**config.mk**
```make
export PLATFORM = sky130hd
export DESIGN_NAME = rgb_status_led_effect_engine
export DESIGN_NICKNAME = d
export VERILOG_FILES = /design/src/hw/rtl/rsled_pkg.sv /design/src/hw/rtl/rsled_div.sv /design/src/hw/rtl/rsled_datapath.sv /design/src/hw/rtl/rsled_ctrl.sv /design/src/hw/rtl/rgb_status_led_effect_engine.sv
export SDC_FILE = /design/constraint.sdc
export NUM_CORES = 2
export LEC_CHECK = 0
export BUFFER_PORTS_ARGS = -buffer_cell sky130_fd_sc_hd__buf_4
export CORE_ASPECT_RATIO = 0.75
export CORE_MARGIN = 4
export CORE_UTILIZATION = 55
export CTS_BUF_LIST = sky130_fd_sc_hd__clkbuf_2 sky130_fd_sc_hd__clkbuf_4 sky130_fd_sc_hd__clkbuf_8
export DETAILED_ROUTE_END_ITERATION = 16
export GPL_ROUTABILITY_DRIVEN = 0
export PLACE_DENSITY = 0.74
export SLEW_MARGIN = 20
export SYNTH_ARGS = -nofsm -noshare
export SYNTH_HDL_FRONTEND = slang
export SYNTH_SLANG_ARGS = --single-unit
```
**constraint.sdc**
```tcl
create_clock -name clk_i -period 15.6 [get_ports clk_i]
set_input_delay 0.78 -clock clk_i [delete_from_list [all_inputs] [get_ports clk_i]]
set_output_delay 0.78 -clock clk_i [all_outputs]
set_load 0.01 [all_outputs]
```
**src/hw/rtl/rsled_pkg.sv**
```systemverilog
// Package with shared types, constants, the sine table and color helpers.
package rsled_pkg;

  localparam int unsigned SineDepth = 256;
  localparam int unsigned SineIdxW = $clog2(SineDepth);

  localparam logic [2:0] ModeUnauth  = 3'd0;
  localparam logic [2:0] ModeRainbow = 3'd1;
  localparam logic [2:0] ModeEnroll  = 3'd2;
  localparam logic [2:0] ModeReset   = 3'd3;
  localparam logic [2:0] ModeStart   = 3'd4;
  localparam logic [2:0] ModeEnd     = 3'd5;
  localparam logic [2:0] ModeIdle    = 3'd6;
  localparam logic [2:0] ModeNone    = 3'd7;

  localparam logic [1:0] RegPeriod = 2'd0;
  localparam logic [1:0] RegHue    = 2'd1;
  localparam logic [1:0] RegBlink  = 2'd2;

  // Commands from the controller to the datapath.
  typedef struct packed {
    logic load;      // capture the update and decode mode
    logic div_start; // start the shared divider
    logic div_sel;   // 0: elapsed mod period, 1: elapsed / hue step
    logic idx_start; // start scaling of remainder into table index
    logic finish;    // commit result
  } ctrl_cmd_t;

  typedef struct packed {
    logic div_done;
    logic [2:0] mode;
  } ctrl_sts_t;

  function automatic logic [7:0] sine_entry(input int unsigned i);
    logic [15:0] p;
    logic neg;
    logic [14:0] r;
    logic [63:0] x, x2, t, s;
    logic [63:0] one;
    one = 64'd1 << 30;
    p = 16'((64'(i) * 64'd65536) / 64'(SineDepth));
    neg = p[15];
    r = p[14:0];
    if (r > 15'd16384) r = 15'(16'd32768 - 16'(r));
    x = (64'(r) * 64'd1686629713) >> 14;
    x2 = (x * x) >> 30;
    t = one;
    t = one - ((x2 * t) >> 30) / 64'd110;
    t = one - ((x2 * t) >> 30) / 64'd72;
    t = one - ((x2 * t) >> 30) / 64'd42;
    t = one - ((x2 * t) >> 30) / 64'd20;
    t = one - ((x2 * t) >> 30) / 64'd6;
    s = (x * t) >> 30;
    if (s > one) s = one;
    if (neg) return 8'(((one - s) * 64'd255) >> 31);
    return 8'(((one + s) * 64'd255) >> 31);
  endfunction

  function automatic logic [23:0] base_color(input logic [2:0] mode);
    logic [23:0] c;
    unique case (mode)
      ModeUnauth: c = {8'd255, 8'd165, 8'd0};
      ModeEnroll: c = {8'd0, 8'd0, 8'd255};
      ModeReset:  c = {8'd128, 8'd0, 8'd128};
      ModeStart:  c = {8'd0, 8'd255, 8'd0};
      ModeEnd:    c = {8'd255, 8'd0, 8'd0};
      default:    c = 24'd0;
    endcase
    return c;
  endfunction

  // floor(v/255) for v < 65280.
  function automatic logic [7:0] div255(input logic [15:0] v);
    logic [16:0] e;
    e = 17'(v) + 17'd1 + 17'(v[15:8]);
    return e[15:8];
  endfunction

  function automatic logic [23:0] hue_to_rgb(input logic [7:0] h);
    logic [2:0] sector;
    logic [7:0] lo;
    logic [8:0] f;
    logic [7:0] q, t;
    logic [16:0] m;
    logic [23:0] c;
    // Sectors 0 to 4 span 43 hue steps each; sector 5 spans 41.
    priority if (h >= 8'd215) begin
      sector = 3'd5;
      lo = 8'd215;
    end else if (h >= 8'd172) begin
      sector = 3'd4;
      lo = 8'd172;
    end else if (h >= 8'd129) begin
      sector = 3'd3;
      lo = 8'd129;
    end else if (h >= 8'd86) begin
      sector = 3'd2;
      lo = 8'd86;
    end else if (h >= 8'd43) begin
      sector = 3'd1;
      lo = 8'd43;
    end else begin
      sector = 3'd0;
      lo = 8'd0;
    end
    f = 9'(h - lo) * 9'd6;
    m = 17'd255 * 17'(f);
    q = 8'((17'd255 * (17'd255 - (m >> 8))) >> 8);
    m = 17'd255 * 17'(9'd255 - f);
    t = 8'((17'd255 * (17'd255 - (m >> 8))) >> 8);
    unique case (sector)
      3'd0: c = {8'd255, t, 8'd0};
      3'd1: c = {q, 8'd255, 8'd0};
      3'd2: c = {8'd0, 8'd255, t};
      3'd3: c = {8'd0, q, 8'd255};
      3'd4: c = {t, 8'd0, 8'd255};
      default: c = {8'd255, 8'd0, q};
    endcase
    return c;
  endfunction

endpackage

```
**src/hw/rtl/rsled_div.sv**
```systemverilog
// Shared radix-2 restoring divider, 32 by 32 bits, one quotient bit a cycle.
module rsled_div (
  input  logic        clk_i,
  input  logic        rst_ni,
  input  logic        start_i,
  input  logic [31:0] dividend_i,
  input  logic [31:0] divisor_i,
  output logic        done_o,
  output logic [31:0] quot_o,
  output logic [31:0] rem_o
);
  logic [31:0] quot_q, quot_d, rem_q, rem_d, dvs_q, dvs_d;
  logic [5:0]  cnt_q, cnt_d;
  logic        busy_q, busy_d, done_q, done_d;
  logic [32:0] trial;

  assign trial = {rem_q, quot_q[31]} - {1'b0, dvs_q};

  always_comb begin
    quot_d = quot_q;
    rem_d = rem_q;
    dvs_d = dvs_q;
    cnt_d = cnt_q;
    busy_d = busy_q;
    done_d = 1'b0;
    if (start_i) begin
      quot_d = dividend_i;
      rem_d = '0;
      dvs_d = divisor_i;
      cnt_d = 6'd32;
      busy_d = 1'b1;
    end else if (busy_q) begin
      if (!trial[32]) begin
        rem_d = trial[31:0];
        quot_d = {quot_q[30:0], 1'b1};
      end else begin
        rem_d = {rem_q[30:0], quot_q[31]};
        quot_d = {quot_q[30:0], 1'b0};
      end
      cnt_d = cnt_q - 6'd1;
      if (cnt_q == 6'd1) begin
        busy_d = 1'b0;
        done_d = 1'b1;
      end
    end
  end

  always_ff @(posedge clk_i or negedge rst_ni) begin
    if (!rst_ni) begin
      cnt_q <= '0;
      busy_q <= 1'b0;
      done_q <= 1'b0;
    end else begin
      cnt_q <= cnt_d;
      busy_q <= busy_d;
      done_q <= done_d;
    end
  end

  always_ff @(posedge clk_i) begin
    quot_q <= quot_d;
    rem_q <= rem_d;
    dvs_q <= dvs_d;
  end

  assign done_o = done_q;
  assign quot_o = quot_q;
  assign rem_o = rem_q;
endmodule

```
**src/hw/rtl/rsled_datapath.sv**
```systemverilog
// Datapath: effect state, shared divider, sine lookup and drive registers.
module rsled_datapath (
  input  logic                  clk_i,
  input  logic                  rst_ni,
  input  rsled_pkg::ctrl_cmd_t  cmd_i,
  output rsled_pkg::ctrl_sts_t  sts_o,
  input  logic [31:0]           now_ms_i,
  input  logic                  authenticated_i,
  input  logic                  resource_select_wait_i,
  input  logic [2:0]            tap_wait_i,
  input  logic                  cfg_we_i,
  input  logic [1:0]            cfg_idx_i,
  input  logic [15:0]           cfg_data_i,
  output logic [7:0]            red_drive_o,
  output logic [7:0]            green_drive_o,
  output logic [7:0]            blue_drive_o,
  output logic [2:0]            mode_now_o
);
  logic [15:0] period_q, hstep_q, blink_q;
  logic [2:0]  cur_mode_q, mode_q, mode_d;
  logic        lit_q;
  logic [31:0] toggle_q, bstart_q, hstart_q, now_q;
  logic [7:0]  hue_q;
  logic [23:0] drive_q;
  logic [15:0] period_eff, hstep_eff;
  logic [31:0] div_a, div_b, quot, rem;
  logic        div_done;

  always_comb begin
    if (!authenticated_i) mode_d = rsled_pkg::ModeUnauth;
    else if (resource_select_wait_i) mode_d = rsled_pkg::ModeRainbow;
    else if (tap_wait_i >= 3'd1 && tap_wait_i <= 3'd4) mode_d = tap_wait_i + 3'd1;
    else mode_d = rsled_pkg::ModeIdle;
  end

  assign period_eff = (period_q == '0) ? 16'd1 : period_q;
  assign hstep_eff  = (hstep_q == '0) ? 16'd1 : hstep_q;

  logic [31:0] b_elapsed, h_elapsed;
  assign b_elapsed = now_q - bstart_q;
  assign h_elapsed = now_q - hstart_q;

  // Index stage uses the same divider: (rem*Depth)/period.
  always_comb begin
    if (cmd_i.idx_start) begin
      div_a = 32'(rem[15:0]) << rsled_pkg::SineIdxW;
      div_b = 32'(period_eff);
    end else if (cmd_i.div_sel) begin
      div_a = h_elapsed;
      div_b = 32'(hstep_eff);
    end else begin
      div_a = b_elapsed;
      div_b = 32'(period_eff);
    end
  end

  rsled_div u_div (
    .clk_i,
    .rst_ni,
    .start_i    (cmd_i.div_start | cmd_i.idx_start),
    .dividend_i (div_a),
    .divisor_i  (div_b),
    .done_o     (div_done),
    .quot_o     (quot),
    .rem_o      (rem)
  );

  logic [7:0] sine_rom [rsled_pkg::SineDepth];
  always_comb begin
    for (int i = 0; i < int'(rsled_pkg::SineDepth); i++) begin
      sine_rom[i] = rsled_pkg::sine_entry(i);
    end
  end

  logic [7:0]  br;
  logic [23:0] base, breathe_drv, rainbow_rgb;
  assign br = sine_rom[quot[rsled_pkg::SineIdxW-1:0]];
  assign base = rsled_pkg::base_color(mode_q);
  assign breathe_drv = {8'd255 - rsled_pkg::div255(16'(br) * 16'(base[23:16])),
                        8'd255 - rsled_pkg::div255(16'(br) * 16'(base[15:8])),
                        8'd255 - rsled_pkg::div255(16'(br) * 16'(base[7:0]))};
  logic [7:0] hue_next;
  assign hue_next = hue_q + quot[7:0];
  assign rainbow_rgb = rsled_pkg::hue_to_rgb(hue_next);

  logic [31:0] h_adv;
  assign h_adv = 32'(quot * 32'(hstep_eff));

  always_ff @(posedge clk_i or negedge rst_ni) begin
    if (!rst_ni) begin
      period_q <= 16'd1000;
      hstep_q <= 16'd250;
      blink_q <= 16'd500;
      cur_mode_q <= rsled_pkg::ModeNone;
      mode_q <= rsled_pkg::ModeNone;
      lit_q <= 1'b1;
      toggle_q <= '0;
      bstart_q <= '0;
      hstart_q <= '0;
      hue_q <= '0;
      drive_q <= '1;
    end else begin
      if (cfg_we_i) begin
        unique case (cfg_idx_i)
          rsled_pkg::RegPeriod: period_q <= cfg_data_i;
          rsled_pkg::RegHue:    hstep_q <= cfg_data_i;
          rsled_pkg::RegBlink:  blink_q <= cfg_data_i;
          default: ;
        endcase
      end
      if (cmd_i.load) begin
        mode_q <= mode_d;
        cur_mode_q <= mode_d;
        if (mode_d != cur_mode_q) begin
          if (mode_d == rsled_pkg::ModeRainbow) begin
            hstart_q <= now_ms_i;
            hue_q <= '0;
          end
          if (mode_d == rsled_pkg::ModeStart || mode_d == rsled_pkg::ModeEnd) begin
            bstart_q <= now_ms_i;
          end
        end
      end
      if (cmd_i.finish) begin
        unique case (mode_q)
          rsled_pkg::ModeUnauth, rsled_pkg::ModeStart, rsled_pkg::ModeEnd:
            drive_q <= breathe_drv;
          rsled_pkg::ModeRainbow: begin
            if (h_elapsed >= 32'(hstep_eff)) begin
              hstart_q <= hstart_q + h_adv;
              hue_q <= hue_next;
              drive_q <= ~rainbow_rgb;
            end
          end
          rsled_pkg::ModeEnroll, rsled_pkg::ModeReset: begin
            if (now_q - toggle_q >= 32'(blink_q)) begin
              toggle_q <= now_q;
              lit_q <= ~lit_q;
              drive_q <= (!lit_q) ? ~base : 24'hFFFFFF;
            end
          end
          default: drive_q <= 24'hFFFFFF;
        endcase
      end
    end
  end

  always_ff @(posedge clk_i) begin
    if (cmd_i.load) now_q <= now_ms_i;
  end

  assign sts_o.div_done = div_done;
  assign sts_o.mode = mode_q;
  assign red_drive_o = drive_q[23:16];
  assign green_drive_o = drive_q[15:8];
  assign blue_drive_o = drive_q[7:0];
  assign mode_now_o = mode_q;
endmodule

```
**src/hw/rtl/rsled_ctrl.sv**
```systemverilog
// Controller state machine sequencing one LED update.
module rsled_ctrl (
  input  logic                 clk_i,
  input  logic                 rst_ni,
  input  logic                 in_valid_i,
  output logic                 in_stall_o,
  output logic                 out_valid_o,
  input  logic                 out_stall_i,
  output rsled_pkg::ctrl_cmd_t cmd_o,
  input  rsled_pkg::ctrl_sts_t sts_i
);
  typedef enum logic [5:0] {
    StIdle = 6'b000001,
    StDiv  = 6'b000010,
    StWait = 6'b000100,
    StIdx  = 6'b001000,
    StFin  = 6'b010000,
    StOut  = 6'b100000
  } state_e;

  state_e state_q, state_d;
  logic is_breathe, is_rainbow;

  assign is_breathe = sts_i.mode == rsled_pkg::ModeUnauth ||
                      sts_i.mode == rsled_pkg::ModeStart || sts_i.mode == rsled_pkg::ModeEnd;
  assign is_rainbow = sts_i.mode == rsled_pkg::ModeRainbow;

  always_comb begin
    state_d = state_q;
    cmd_o = '0;
    cmd_o.div_sel = is_rainbow;
    unique case (state_q)
      StIdle: if (in_valid_i) begin
        cmd_o.load = 1'b1;
        state_d = StDiv;
      end
      StDiv: begin
        if (is_breathe || is_rainbow) begin
          cmd_o.div_start = 1'b1;
          state_d = StWait;
        end else begin
          state_d = StFin;
        end
      end
      StWait: if (sts_i.div_done) begin
        if (is_breathe) begin
          cmd_o.idx_start = 1'b1;
          state_d = StIdx;
        end else begin
          state_d = StFin;
        end
      end
      StIdx: if (sts_i.div_done) state_d = StFin;
      StFin: begin
        cmd_o.finish = 1'b1;
        state_d = StOut;
      end
      StOut: if (!out_stall_i) state_d = StIdle;
      default: state_d = StIdle;
    endcase
  end

  always_ff @(posedge clk_i or negedge rst_ni) begin
    if (!rst_ni) state_q <= StIdle;
    else state_q <= state_d;
  end

  assign in_stall_o = state_q != StIdle;
  assign out_valid_o = state_q == StOut;
endmodule

```
**src/hw/rtl/rgb_status_led_effect_engine.sv**
```systemverilog
// Top level of the RGB status LED effect engine.
// Channel | Direction | Handshake        | Payload
// in      | input     | valid / stall    | now_ms, authenticated, resource_select_wait, tap_wait
// out     | output    | valid / stall    | red/green/blue drive, mode_now
// cfg     | input     | valid / ready    | register index, 16-bit data
// An update uses two passes of the shared divider in breathing modes, one in rainbow mode
// and none otherwise.
// Reset loads default periods, clears effect state and turns the LED off.
// A result is held until the output side takes it; no new update enters before.
module rgb_status_led_effect_engine (
  input  logic        clk_i,
  input  logic        rst_ni,
  input  logic        in_valid_i,
  output logic        in_stall_o,
  input  logic [31:0] now_ms_i,
  input  logic        authenticated_i,
  input  logic        resource_select_wait_i,
  input  logic [2:0]  tap_wait_i,
  output logic        out_valid_o,
  input  logic        out_stall_i,
  output logic [7:0]  red_drive_o,
  output logic [7:0]  green_drive_o,
  output logic [7:0]  blue_drive_o,
  output logic [2:0]  mode_now_o,
  input  logic        cfg_valid_i,
  output logic        cfg_ready_o,
  input  logic [1:0]  cfg_index_i,
  input  logic [15:0] cfg_data_i
);
  rsled_pkg::ctrl_cmd_t cmd;
  rsled_pkg::ctrl_sts_t sts;

  assign cfg_ready_o = 1'b1;

  rsled_ctrl u_ctrl (
    .clk_i, .rst_ni, .in_valid_i, .in_stall_o, .out_valid_o, .out_stall_i,
    .cmd_o (cmd), .sts_i (sts)
  );

  rsled_datapath u_dp (
    .clk_i, .rst_ni, .cmd_i (cmd), .sts_o (sts),
    .now_ms_i, .authenticated_i, .resource_select_wait_i, .tap_wait_i,
    .cfg_we_i (cfg_valid_i), .cfg_idx_i (cfg_index_i), .cfg_data_i,
    .red_drive_o, .green_drive_o, .blue_drive_o, .mode_now_o
  );
endmodule

```
* Yosys cells after proc, flatten, opt, wreduce, memory -nomap -nowiden
Memory sizes are Yosys's and may differ from the RTL's. Cells that the tools add are included.
Cells by class: add/sub/neg operators 21, $mul 9, divide/modulo/power cells 0, magnitude comparators 10, eq/ne operators 29, shifts and indexed selects 0, muxes and demuxes 66, bitwise gates (word level) 5, reduce and logical (&&, ||, !) cells 20
Operator list (number):
- 2-to-1 mux 32 bit | 11
- one-hot mux 24 bit (5 select lines) | 2
- 2-to-1 mux 8 bit | 12
- subtractor 32 bit | 3
- 2-to-1 mux 24 bit | 3
- one-hot mux 24 bit (3 select lines) | 1
- >= comparator 32 x 16 -> 1 bit | 2
- 2-to-1 mux 16 bit | 4
- adder 16 x 1 -> 16 bit, second input constant | 3
- adder 16 x 8 -> 16 bit | 3
- multiplier 8 x 8 -> 16 bit | 3
- NOT 24 bit | 2
- 2-to-1 mux 6 bit | 7
- one-hot mux 6 bit (6 select lines) | 1
- subtractor 33 x 32 -> 33 bit | 1
- adder 32 bit | 1
- logical NOT 16 bit | 2
- multiplier 32 x 16 -> 32 bit | 1
- subtractor 8 x 9 -> 10 bit, first input constant | 3
- >= comparator 8 bit, second input constant | 3
- subtractor 8 bit, first input constant | 3
- 2-to-1 mux 3 bit | 7
- multiplier 8 x 17 -> 16 bit, first input constant | 1
- multiplier 9 x 10 -> 17 bit, first input constant | 1
- other kinds (42) | 80
Storage, ports and cells: register bits 322, bits in latches 0, memory bits (writable) 0, bits in read-only memories 2048, bits of input ports 60, output and inout port bits 30, word-level logic and storage cells 180, memories 1
Memory list:
- (name not given) | depth 256, bits a word 8, rd ports 1, clocked after Yosys merged registers in 0, wr ports 0, RTL line rsled_datapath.sv:77 | assign br = sine_rom[quot[rsled_pkg::SineIdxW-1:0]];

* Longest topological paths before layout
word-level depth 17, mapped depth 66, depth with buffers taken out 63

* Modules after synthesis
From an unflattened synthesis, not the netlist that was laid out.
Second synthesis, totals: cells, all modules 5614, area total of the unflattened synthesis 48786.8 um2
By module, submodules not included:
- rsled_datapath | times used 1, cells each 4965, area each 42279.3 um2, sequential area each 5522.8 um2
- rsled_div | times used 1, cells each 603, area each 6073.3 um2, sequential area each 2762.6 um2
- rsled_ctrl | times used 1, cells each 44, area each 422.9 um2, sequential area each 151.4 um2
- rgb_status_led_effect_engine | times used 1, cells each 2, area each 11.3 um2, sequential area each 0.0 um2

* Least setup slack after synthesis
No wires, ideal clock.
path kind flip-flop to flip-flop, from register u_dp.u_div.quot_q[1] (netlist: u_dp.u_div.quot_o[1]), to register u_dp.drive_q[23], library setup time 0.081 ns, arrival 14.471 ns, required time 15.519 ns, setup slack 1.047 ns, stages on the path, launching flop included 57, buffers on the path 6, clock period less this slack 14.553 ns, cell sequence edfxtp_1 clkbuf_1 inv_1 clkbuf_1 fa_1 nor2b_1 o21ai_0 a211oi_1 or4b_4 and2_2 and3_1 clkbuf_1 or3_1 ha_1 clkbuf_1 inv_1 ha_1 fa_1 [... 21 more ...] clkbuf_1 nor2_1 or2_2 ha_1 fa_1 fa_1 inv_1 fa_1 inv_1 ha_1 o41ai_1 o2111ai_1 xor2_1 xnor2_1 inv_1 a21oi_1 nor3_1 a211oi_2
On the way: word-level cells in the longest chain between the ends 17, elaborated cells between the ends (all ways) 42, those cells by class 8 x add/sub; 6 x mul; 5 x order compare; 4 x eq/ne; 15 x mux; 2 x bitwise; 1 x reduce/logical; 1 x memory
RTL lines:
- start: declaration | RTL line rsled_div.sv:12 | logic [31:0] quot_q, quot_d, rem_q, rem_d, dvs_q, dvs_d;
- start signal: assignment | RTL line rsled_div.sv:61 | quot_q <= quot_d;
- adder 8 bit | RTL line rsled_datapath.sv:83 | assign hue_next = hue_q + quot[7:0];
- >= comparator 8 x 6 -> 1 bit | RTL line rsled_pkg.sv:99 | end else if (h >= 8'd43) begin
- 2-to-1 mux 6 bit | RTL line rsled_pkg.sv:99
- 2-to-1 mux 8 bit | RTL line rsled_pkg.sv:96 | end else if (h >= 8'd86) begin
- 2-to-1 mux 8 bit | RTL line rsled_pkg.sv:93 | end else if (h >= 8'd129) begin
- 2-to-1 mux 8 bit | RTL line rsled_pkg.sv:90 | end else if (h >= 8'd172) begin
- 2-to-1 mux 8 bit | RTL line rsled_pkg.sv:87 | priority if (h >= 8'd215) begin
- subtractor 8 x 8 -> 9 bit | RTL line rsled_pkg.sv:106 | f = 9'(h - lo) * 9'd6;
- multiplier 9 x 2 -> 8 bit | RTL line rsled_pkg.sv:106
- subtractor 8 x 9 -> 10 bit | RTL line rsled_pkg.sv:109 | m = 17'd255 * 17'(9'd255 - f);
- multiplier 9 x 10 -> 17 bit | RTL line rsled_pkg.sv:109
- subtractor 8 x 9 -> 10 bit | RTL line rsled_pkg.sv:110 | t = 8'((17'd255 * (17'd255 - (m >> 8))) >> 8);
- multiplier 9 x 10 -> 16 bit | RTL line rsled_pkg.sv:110
- one-hot mux 24 bit (5 select lines) | RTL line rsled_pkg.sv:111 | unique case (sector)
- NOT 24 bit | RTL line rsled_datapath.sv:132 | drive_q <= ~rainbow_rgb;
- 2-to-1 mux 24 bit | RTL line rsled_datapath.sv:129 | if (h_elapsed >= 32'(hstep_eff)) begin
- one-hot mux 24 bit (3 select lines) * | RTL line rsled_datapath.sv:125 | unique case (mode_q)
- end signal: assignment | RTL line rsled_datapath.sv:127 | drive_q <= breathe_drv;
- end signal: assignment | RTL line rsled_datapath.sv:132
- end signal: assignment | RTL line rsled_datapath.sv:139 | drive_q <= (!lit_q) ? ~base : 24'hFFFFFF;
- end: declaration | RTL line rsled_datapath.sv:24 | logic [23:0] drive_q;
Mark *: on every way between the ends. The rest lies on a longest branch, timed or not. The select of a mux whose other input is x is not followed. A chain may end at the register's enable or synchronous reset.

* Final worst setup path
from register u_dp.u_div.quot_q[1] (netlist: u_dp.u_div.quot_o[1]), to register u_dp.drive_q[7]
Same word-level chain as after synthesis.

==> summary.txt <==
Placed design
  – Post-placement cell count: about 6400
  – I/O Buffers: ~90
  – DP HPWL: 102 mm

Timing
  – Fin. max-slew vios: 0
  – Final worst path period share: 0.940
  – Worst Tran Pin Value: approximately 1.1 ns
  – Final hold violations: 0
  – Slew HR: 0.251
  – Clock skew: approximately 0.062 ns
  – Fmax: between 60 and 70 MHz
  – Unrepaired setup endpoints after global routing: no
  – Tmin final: 14.67 ns
  – Finish-stage setup viols: 0
  – Final TNS setup: 0 ns

CTS
  – Worst skew pair latency: 0.70 ns
  – Cts bufs inserted: 57
  – CTS tree: built
  – H-Tree Depth: 2
  – CTS max path bufs: 3
  – Root Buffer: clkbuf_8
  – Clk slew on worst S/H paths: 0.06 ns
  – CTS sink count: 306

Yosys
  – Post-synth top area cell: fa_1
  – Most used DFF post-synth: dfrtp_1
  – Top post-synthesis cells by area: fa_1 (24%), ha_1 (13%), dfrtp_1 (7.9%)
  – Mapped Area: 46400 sq um
  – Avg Synthesized Cell Area: 8.68 sq um
  – Yosys top cell area share: 0.243
  – Commonest cells in the synthesized netlist: inv_1 (968), nand2_1 (630), fa_1 (564)
  – Sequential area share after synthesis: 0.172
  – Synthesis Warnings: 0
  – Count leader, synth: inv_1
  – Synth unique cells: 96
  – Synth Register Bits: 306
  – Async S/R FF share, synth: 0.634
  – Syn Inst Count: 5342
  – Syn nets: 6449
  – EDFF count, synth: 80

Setup path
  – Worst Path Buf+Inv: 9
  – Crit Path Max Fanout: 12
  – WS Path Type: flop to flop
  – CP required: between 15 and 20 ns
  – Max stage delay on crit path: 0.58 ns
  – CP max stage cell: or4b_4
  – Crit path max-delay family: adder cells
  – Worst path arrival time: 15.25 ns
  – Critical path startpoint category: flop
  – Crit path capture type: flop

Floorplan
  – Area of the die: between 80000 and 90000 sq um
  – IO Pins: 90
  – Initial core utilization: 0.560
  – Chip height: 260 microns
  – CORE AREA: 82900 sq um
  – Die W: roughly 340 microns
  – Site row count: 91

Run
  – Number of max-cap violations: 0

Layout
  – Fillcell total: about 7300
  – Register area: slightly below 8000 sq um
  – Syn-to-layout area delta: 6.79%
  – Non-filler cells, final: 6499
  – Area of the multi-input gates: ~34000 sq um
  – Layout cell share with drive strength beyond 1: 0.0775
  – Layout net count: 6439

Hold path
  – Min-Delay Path Class: primary input to async pin

Routing
  – Per-cell routed wire length: 19.7 microns
  – Drt pass-1 iters: 6
  – Number of vias per cell: a little under 6
  – Vias: 37700
  – DR iter-0 viols: 3587
  – Antenna-violating nets left: 0
  – Remaining DRCs: 0
  – WL final: 128 mm

GRT
  – Gr usage total: 0.290
  – Vias in the first global route: 36900
  – Largest net degree at the start of global routing: 95
  – Initial antenna violation count: 7
  – Grt ovf: 0
  – First-pass GRT wire length: 203 mm

Status
  – Status: finished, final reports clean
-- what timing repair did --
action | CTS | global route
hold buffers | 0 | 0
endpoints found under the setup margin | 0 | 19
setup buffers | 0 | 5
gates resized for setup | 0 | 22
-- cell usage in the layout (no fill, tap or decap), types with 56 or more instances in the layout --
master / instances
a211oi_1: 81
a21o_1: 82
a21oi_1: 254
and2_1: 83
buf_4: 139
clkbuf_8: 75
dfrtp_1: 146
edfxtp_1: 80
fa_1: 563
ha_1: 483
inv_1: 966
mux2_2: 56
mux2i_1: 61
nand2_1: 630
nor2_1: 281
nor3_1: 70
o21ai_0: 305
xnor2_1: 188
xor2_1: 99
-- kinds of logic (layout without fill, tap and decap cells) --
| logic type | after synthesis | count (layout) | synth area share |
|---|---|---|---|
| buffers and inverters | 1183 | 1222 | 0.0960 |
| adders and majority gates | 1047 | 1047 | 0.374 |
| DFF | 306 | 306 | 0.172 |
| xor gates and xnor gates | 298 | 298 | 0.0573 |
| AOI/OAI and AO/OA | 1047 | 1047 | 0.143 |
| other | 1 | 3 | 0.0000808 |
| and+or+nand+nor | 1340 | 1340 | 0.131 |
| muxes | 120 | 120 | 0.0282 |
-- registers in the layout (all words and copies together), names as in the netlist --
register           flops
u_dp.u_div.rem_o      32
u_dp.u_div.busy_q      1
u_dp.bstart_q         32
u_dp.hue_q             8
u_dp.toggle_q         32
u_dp.u_div.quot_o     32
u_dp.blink_q          16
u_dp.drive_q          24
u_dp.now_q            32
u_dp.hstart_q         32
u_dp.u_div.done_o      1
u_dp.period_q         16
u_dp.lit_q             1
u_ctrl.state_q         6
u_dp.u_div.dvs_q      16
u_dp.cur_mode_q        3
u_dp.hstep_q          16
u_dp.u_div.cnt_q       6
-- final timing paths --
kind / slack [ns] / from / cells past startpoint / end
setup / recovery: 0.93 / u_dp.u_div.quot_o[1] / 51 / u_dp.drive_q[7]
hold / removal: 0.04 / rst_ni / 1 / u_dp.hstart_q[30]
setup reg to reg: 0.93 / u_dp.u_div.quot_o[1] / 51 / u_dp.drive_q[7]
hold reg to reg: 0.47 / u_dp.drive_q[19] / 2 / u_dp.drive_q[19]
max in group asynchronous: 14.16 / rst_ni / 2 / u_dp.bstart_q[4]
min in group clk_i: 0.31 / now_ms_i[30] / 1 / u_dp.now_q[30]
-- metal layers --
layer | up-vias | track usage | wire [microns]
li1 | 17500 | - | -
met1 | 18200 | 0.423 | 56500
met2 | 1740 | 0.399 | 50700
met3 | 201 | 0.120 | 17600
met4 | 10 | 0.0674 | 3140
met5 | - | 0 | 67
-- through the flow --
stage	worst slack [ns]	utilization	area (sq um)	hold slack [ns]
2_1_floorplan	1.05	-	46400	0.465
3_5_place_dp	0.327	0.580	48100	0.458
5_1_grt	0.0178	0.598	49500	0.0679
6_report	0.935	0.598	49500	0.0360
3_3_place_gp	0.714	0.580	48100	0.457
4_1_cts	0.308	0.596	49400	0.0290
-- final cells by class --
class	count	area share
Antenna cell	2	0.000101
Sequential cell	306	0.161
Timing Repair Buffer	140	0.0214
Clock buffer	94	0.0237
Multi-Input combinational cell	3853	0.689
Tap cell	1116	0.0282
Inverter	974	0.0739
Clock inverter	14	0.00268
Power is left out: the tool's default activity adds up to more than one toggle a clock period on the data nets, which glitch-free logic cannot reach.
